$ cat config.mk
export PLATFORM = sky130hd
export DESIGN_NAME = svm_controller
export DESIGN_NICKNAME = d
export VERILOG_FILES = /design/src/design/svm_pkg.sv /design/src/design/svm_controller.sv
export SDC_FILE = /design/constraint.sdc
export NUM_CORES = 1
export LEC_CHECK = 0
export BUFFER_PORTS_ARGS = -buffer_cell sky130_fd_sc_hd__buf_4
export CAP_MARGIN = 30
export CELL_PAD_IN_SITES_DETAIL_PLACEMENT = 1
export CELL_PAD_IN_SITES_GLOBAL_PLACEMENT = 2
export CORE_MARGIN = 1
export CORE_UTILIZATION = 27
export DETAILED_ROUTE_END_ITERATION = 6
export PLACE_DENSITY = 0.84
export SYNTH_ARGS = -nofsm -noshare
export SYNTH_HDL_FRONTEND = slang
export SYNTH_SLANG_ARGS = --single-unit
$ cat constraint.sdc
create_clock -name clock -period 4.2 [get_ports clock]
set_clock_uncertainty 0.2 [all_clocks]
set_input_delay 0 -clock clock [delete_from_list [all_inputs] [get_ports clock]]
set_output_delay 0 -clock clock [all_outputs]
set_load 0.05 [all_outputs]
$ cat src/design/svm_pkg.sv
// Package with the types, codes and constants of the stack machine executor.
package svm_pkg;

   localparam int unsigned DEPTH_DEFAULT = 1024;
   localparam int unsigned LIMIT_W       = 10;
   localparam int unsigned DEPTH_OUT_W   = 11;
   localparam int unsigned WORD_W        = 64;
   localparam logic [LIMIT_W-1:0] LIMIT_RESET = 10'd1000;
   localparam logic [63:0] RET_FRAME  = 64'd4;
   localparam logic [63:0] SYS_OP_NOT = 64'd100;
   localparam logic [63:0] SYS_OP_ADD = 64'd200;
   localparam logic [63:0] SYS_OP_SUB = 64'd201;
   localparam logic [63:0] SYS_OP_MUL = 64'd202;
   localparam logic [63:0] SYS_OP_DIV = 64'd203;
   localparam logic [63:0] SYS_OP_EQ  = 64'd204;
   localparam logic [63:0] SYS_OP_LT  = 64'd205;
   localparam logic [63:0] SYS_OP_AND = 64'd206;
   localparam logic [63:0] SYS_OP_OR  = 64'd207;
   localparam logic [63:0] UNARY_CNT  = 64'd2;
   localparam logic [63:0] BINARY_CNT = 64'd3;
   localparam logic [63:0] LONG_STEP  = 64'd9;

   typedef enum logic [7:0] {
      OPC_EXIT    = 8'd0,
      OPC_ARG     = 8'd1,
      OPC_CALL    = 8'd2,
      OPC_JMP     = 8'd3,
      OPC_POP_JIF = 8'd4,
      OPC_PUSH    = 8'd5,
      OPC_RET     = 8'd6,
      OPC_SYSCALL = 8'd7
   } opcode_type;

   typedef enum logic [2:0] {
      ST_OK      = 3'd0,
      ST_EXIT    = 3'd1,
      ST_OVER    = 3'd2,
      ST_BAD     = 3'd3,
      ST_UNKNOWN = 3'd4
   } status_type;

   typedef enum logic [4:0] {
      CMD_NONE, CMD_LOAD, CMD_ERR_OVER, CMD_ERR_BAD, CMD_ERR_UNK, CMD_EXIT, CMD_JMP,
      CMD_PUSH, CMD_RD_ARG, CMD_WR_ARG, CMD_RD_TOP1, CMD_CALL_B, CMD_CALL_C, CMD_CALL_D,
      CMD_PJIF, CMD_RET_B, CMD_RET_C, CMD_RET_D, CMD_RET_E, CMD_SYS_B, CMD_SYS_C,
      CMD_SYS_NOT, CMD_SYS_D, CMD_SYS_ALU, CMD_MD_START, CMD_MD_TAKE, CMD_SYS_WR,
      CMD_RD_TOPV, CMD_RESULT
   } cmd_type;

   typedef enum logic [4:0] {
      S_IDLE, S_DEC, S_ARG, S_CALL_B, S_CALL_C, S_CALL_D, S_PJIF, S_RET_B, S_RET_C,
      S_RET_D, S_RET_E, S_SYS_B, S_SYS_C, S_SYS_NOT, S_SYS_D, S_SYS_E, S_MD, S_SYS_WR,
      S_TOP, S_RESULT
   } state_type;

   typedef struct packed {
      logic [7:0] opcode;
      logic       halted;
      logic       over_lim;
      logic       full;
      logic       arg_bad;
      logic       n_zero;
      logic       call_bad;
      logic       call_full;
      logic       ret_short;
      logic       ret_bad;
      logic       sys_bad;
      logic       cnt_zero;
      logic       sys_not;
      logic       sys_alu;
      logic       md_needed;
      logic       md_done;
      logic       rsp_free;
   } dp_status_type;

endpackage

$ cat src/design/svm_controller.sv
// Sequencer that steps each instruction through its memory accesses.
module svm_controller
   import svm_pkg::*;
(
   input  logic          clock,
   input  logic          reset,
   input  logic          req_valid,
   output logic          req_ready,
   input  dp_status_type status,
   output cmd_type       cmd
);

   state_type state_ff, state_in;

   always_ff @(posedge clock) begin
      if (reset) begin
         state_ff <= S_IDLE;
      end else begin
         state_ff <= state_in;
      end
   end

   always_comb begin
      state_in  = state_ff;
      cmd       = CMD_NONE;
      req_ready = 1'b0;
      unique case (state_ff)
         S_IDLE: begin
            req_ready = 1'b1;
            if (req_valid) begin
               cmd      = CMD_LOAD;
               state_in = S_DEC;
            end
         end
         S_DEC: begin
            state_in = S_TOP;
            if (status.halted) begin
               cmd = CMD_NONE;
            end else if (status.over_lim) begin
               cmd = CMD_ERR_OVER;
            end else begin
               unique case (status.opcode)
                  OPC_EXIT: cmd = CMD_EXIT;
                  OPC_ARG: begin
                     if (status.arg_bad) begin
                        cmd = CMD_ERR_BAD;
                     end else if (status.full) begin
                        cmd = CMD_ERR_OVER;
                     end else begin
                        cmd      = CMD_RD_ARG;
                        state_in = S_ARG;
                     end
                  end
                  OPC_CALL: begin
                     if (status.n_zero) begin
                        cmd = CMD_ERR_BAD;
                     end else begin
                        cmd      = CMD_RD_TOP1;
                        state_in = S_CALL_B;
                     end
                  end
                  OPC_JMP: cmd = CMD_JMP;
                  OPC_POP_JIF: begin
                     if (status.n_zero) begin
                        cmd = CMD_ERR_BAD;
                     end else begin
                        cmd      = CMD_RD_TOP1;
                        state_in = S_PJIF;
                     end
                  end
                  OPC_PUSH: cmd = status.full ? CMD_ERR_OVER : CMD_PUSH;
                  OPC_RET: begin
                     if (status.ret_short) begin
                        cmd = CMD_ERR_BAD;
                     end else begin
                        cmd      = CMD_RD_TOP1;
                        state_in = S_RET_B;
                     end
                  end
                  OPC_SYSCALL: begin
                     if (status.n_zero) begin
                        cmd = CMD_ERR_BAD;
                     end else begin
                        cmd      = CMD_RD_TOP1;
                        state_in = S_SYS_B;
                     end
                  end
                  default: cmd = CMD_ERR_UNK;
               endcase
            end
         end
         S_ARG: begin
            cmd      = CMD_WR_ARG;
            state_in = S_TOP;
         end
         S_CALL_B: begin
            priority if (status.call_bad) begin
               cmd      = CMD_ERR_BAD;
               state_in = S_TOP;
            end else if (status.call_full) begin
               cmd      = CMD_ERR_OVER;
               state_in = S_TOP;
            end else begin
               cmd      = CMD_CALL_B;
               state_in = S_CALL_C;
            end
         end
         S_CALL_C: begin
            cmd      = CMD_CALL_C;
            state_in = S_CALL_D;
         end
         S_CALL_D: begin
            cmd      = CMD_CALL_D;
            state_in = S_TOP;
         end
         S_PJIF: begin
            cmd      = CMD_PJIF;
            state_in = S_TOP;
         end
         S_RET_B: begin
            cmd      = CMD_RET_B;
            state_in = S_RET_C;
         end
         S_RET_C: begin
            if (status.ret_bad) begin
               cmd      = CMD_ERR_BAD;
               state_in = S_TOP;
            end else begin
               cmd      = CMD_RET_C;
               state_in = S_RET_D;
            end
         end
         S_RET_D: begin
            cmd      = CMD_RET_D;
            state_in = S_RET_E;
         end
         S_RET_E: begin
            cmd      = CMD_RET_E;
            state_in = S_TOP;
         end
         S_SYS_B: begin
            if (status.sys_bad) begin
               cmd      = CMD_ERR_BAD;
               state_in = S_TOP;
            end else begin
               cmd      = CMD_SYS_B;
               state_in = status.cnt_zero ? S_SYS_WR : S_SYS_C;
            end
         end
         S_SYS_C: begin
            priority if (status.sys_not) begin
               cmd      = CMD_SYS_C;
               state_in = S_SYS_NOT;
            end else if (status.sys_alu) begin
               cmd      = CMD_SYS_C;
               state_in = S_SYS_D;
            end else begin
               state_in = S_SYS_WR;
            end
         end
         S_SYS_NOT: begin
            cmd      = CMD_SYS_NOT;
            state_in = S_SYS_WR;
         end
         S_SYS_D: begin
            cmd      = CMD_SYS_D;
            state_in = S_SYS_E;
         end
         S_SYS_E: begin
            if (status.md_needed) begin
               cmd      = CMD_MD_START;
               state_in = S_MD;
            end else begin
               cmd      = CMD_SYS_ALU;
               state_in = S_SYS_WR;
            end
         end
         S_MD: begin
            if (status.md_done) begin
               cmd      = CMD_MD_TAKE;
               state_in = S_SYS_WR;
            end
         end
         S_SYS_WR: begin
            cmd      = CMD_SYS_WR;
            state_in = S_TOP;
         end
         S_TOP: begin
            cmd      = CMD_RD_TOPV;
            state_in = S_RESULT;
         end
         S_RESULT: begin
            if (status.rsp_free) begin
               cmd      = CMD_RESULT;
               state_in = S_IDLE;
            end
         end
         default: state_in = S_IDLE;
      endcase
   end

endmodule

==> summary.txt <==
Outcome
  • Status: finished clean

Yosys
  • Post-synth top area share: 0.101
  • Largest area contributor in the netlist: dfxtp_1
  • Most common flop cell mapped by yosys: dfxtp_1
  • Count leader, synth: o21ai_0
  • Ys async rst share: 0
  • Mapped cell area: 991 sq um
  • Seq/Total Area, Yosys: 0.101
  • Synth warn: 0
  • Area contributors post-synth: dfxtp_1, o21ai_0, a21oi_1
  • Post-synth top cells: o21ai_0, a21oi_1, nor2_1
  • Synth Instances: 156
  • Library cells used by synthesis: 47
  • Register bit total from synthesis: 5
  • EDFF count, synth: 0
  • Post-Syn Nets: 183
  • Average size of a mapped cell: 6.35 sq um

Placement
  • Global placement routability congestion: 0.849
  • Port Buffer Count: 32
  • Dpl cells: 222
  • DP HPWL: 2.92 mm
  • Post-DP Area: 1240 sq um

Clock tree
  • Post-CTS setup buffers: 0
  • CTS root buf: clkbuf_4
  • H-tree levels: 1
  • Clock latency on the worst-skew pair: 0.25 ns
  • Num CTS Buffers: 3
  • CTS resizes: 0
  • Hold Buf Count CTS: 9
  • CTS Buffer Depth: 2
  • CTS tree: done
  • CTS sink count: 5
  • Clock-pin slew on the worst setup and hold paths: 0.05 ns

Floorplan
  • Rows: 21
  • Height of the chip: 62.6 um
  • Core area: 3420 sq um
  • Top Ports: 33
  • Initial Util: 0.290
  • Die Span X: 62.6 um
  • Die area: 3920 sq um

STA
  • Slew Limit Fails: 0
  • Final hold violations: 0
  • RSZ-0062 raised after global routing: false
  • Min Tclk post-route: 3.77 ns
  • Worst Tran Pin Value: 0.808 ns
  • Final setup fails: 0
  • Max Freq: 265 MHz
  • Total negative slack: 0 ns
  • Max-slew headroom: 0.460
  • Final period util: 0.897

Drt
  • Detailed Route Iter0 Violations: 66
  • Post-DR vias/cell: 5.77
  • Drt wl/cell: 16.3 um
  • Pre-antenna DRT Iters: 4
  • Routed vias: 1,356
  • Final WL: 3.83 mm
  • Post-route ant nets: 0
  • Drt drc: 0

Pwr
  • P_int: 265 uW
  • PwrDens: 463 nW/um^2
  • Clock share of power: 0.093
  • Tot Pwr: 629 uW
  • Sequential Power Share: 0.192
  • Switching pwr: 365 uW
  • Max VDD drop: 199 uV
  • Leakage: 0.497 nW
  • Gate power share: 0.715
  • Switching fraction of total power: 0.579

Layout
  • Layout cells sized above 1: 0.222
  • Top flop regs: state_ff (5)
  • Fin cells: 235
  • Design area: 1360 sq um
  • Antenna cells: 0
  • Biggest register: state_ff
  • Fin nets: 217
  • Max FFs per register: 5
  • Core Util, Final: 0.398
  • Area growth, synth to finish: 37.1%

Global route
  • First-pass GRT wire length: 6.31 mm
  • Gr ovfl total: 0
  • Largest net degree at the start of global routing: 26
  • Antenna violations before repair: 0
  • All-Layer GR Usage: 0.203
  • Vias in the first global route: 1,339

Job
  • Max_cap viols: 0

Worst setup path
  • CP max stage cell: dfxtp_1
  • Worst path cell trace: inv_1 > or3_4 > nor4b_4 > nand3_1 > dlygate4sd3_1 > a311oi_1 > dlygate4sd3_1
  • Crit-path most repeated cell: dlygate4sd3_1
  • CP Launch Point: state_ff[0]$_SDFFE_PP0P_
  • R2R Setup Slk: 0.43 ns
  • Worst Setup EP: state_ff[0]$_SDFFE_PP0P_
  • Crit Path Category: reg2reg
  • Worst Path Required: 4.19 ns
  • Reg-to-Reg End: state_ff[0]$_SDFFE_PP0P_
  • Crit path DAT: 3.76 ns
  • Startpoint Class: flip-flop
  • Worst Reg-to-Reg Cells: 7
  • Worst r2r src: state_ff[0]$_SDFFE_PP0P_
  • Largest stage delay on the critical path: 0.75 ns
  • CP endpoint kind: flip-flop
  • Crit-path max FO: 20

Min path
  • Hold Crit Class: in2reg
==> metal layers <==
layer  vias to the layer above  wire (um)  track usage
met5                         -          0            0
met4                         0         44       0.0494
met3                         6        188       0.0292
met2                        38       1900        0.353
met1                       644       1700        0.260
li1                        668          -            -
==> cells by family (layout without fill, tap and decap cells) <==
family	after synthesis	in the layout	synth area share
compound gates	62	62	0.399
xor+xnor	1	1	0.00884
fa+ha+maj	1	1	0.0101
buf+inv	19	52	0.0732
flops	5	5	0.101
mux	3	3	0.0316
simple gates	65	65	0.376
==> worst max-delay path: cells and delay by family (launching register included) <==
family	cells	cell delay (ns)
buffers and inverters	3	1.39
and+or+nand+nor	3	1.01
DFF	1	0.75
AOI/OAI and AO/OA	1	0.35
==> power groups by stage <==
stage	clock network [mW]	registers [mW]	logic, mW
2_1_floorplan	0	0.0688	0.345
3_3_place_gp	0	0.118	0.428
3_5_place_dp	0	0.120	0.430
4_1_cts	0.0592	0.118	0.445
5_1_grt	0.0656	0.125	0.485
6_report	0.0588	0.121	0.450
==> worst min-delay path by stage <==
stage	from	end	slack [ns]	cells past startpoint
6_report	status[21]	state_ff[4]$_SDFFE_PP0P_	0.003	4
5_1_grt	status[21]	state_ff[4]$_SDFFE_PP0P_	0.03	4
4_1_cts	status[21]	state_ff[4]$_SDFFE_PP0P_	0.006	4
3_5_place_dp	reset	state_ff[1]$_SDFFE_PP0P_	0.003	2
3_3_place_gp	reset	state_ff[2]$_SDFFE_PP0P_	0.008	2
2_1_floorplan	reset	state_ff[2]$_SDFFE_PP0P_	-0.13	1
==> cells in the final DEF (no fill, tap or decap), drive strengths merged, types with 4 or more instances in the layout <==
cell type     n
a21oi        17
buf          32
clkbuf        4
dfxtp         5
dlygate4sd3   9
inv           7
nand2        10
nand3         8
nand4         5
nor2         14
nor2b         5
nor3          4
o21ai        18
o22ai         4
==> final cells by class <==
type / instances / area, sq um
multi-input cells: 132 / 818
well taps: 46 / 57.6
flip-flops and latches: 5 / 100
repair buffers: 41 / 330
fillers: 454 / 2060
clock buffers: 4 / 26.3
inverters: 7 / 26.3
==> per-stage QoR <==
step | hold slack (ns) | setup slack, ns
finish | 0.00328 | 0.431
floorplan | -0.131 | 1.05
detailed placement | 0.00281 | 1.60
global placement | 0.00768 | 1.62
CTS | 0.00629 | 0.655
global route | 0.0287 | 0.259
No activity file was read; power rests on OpenSTA's default activity.
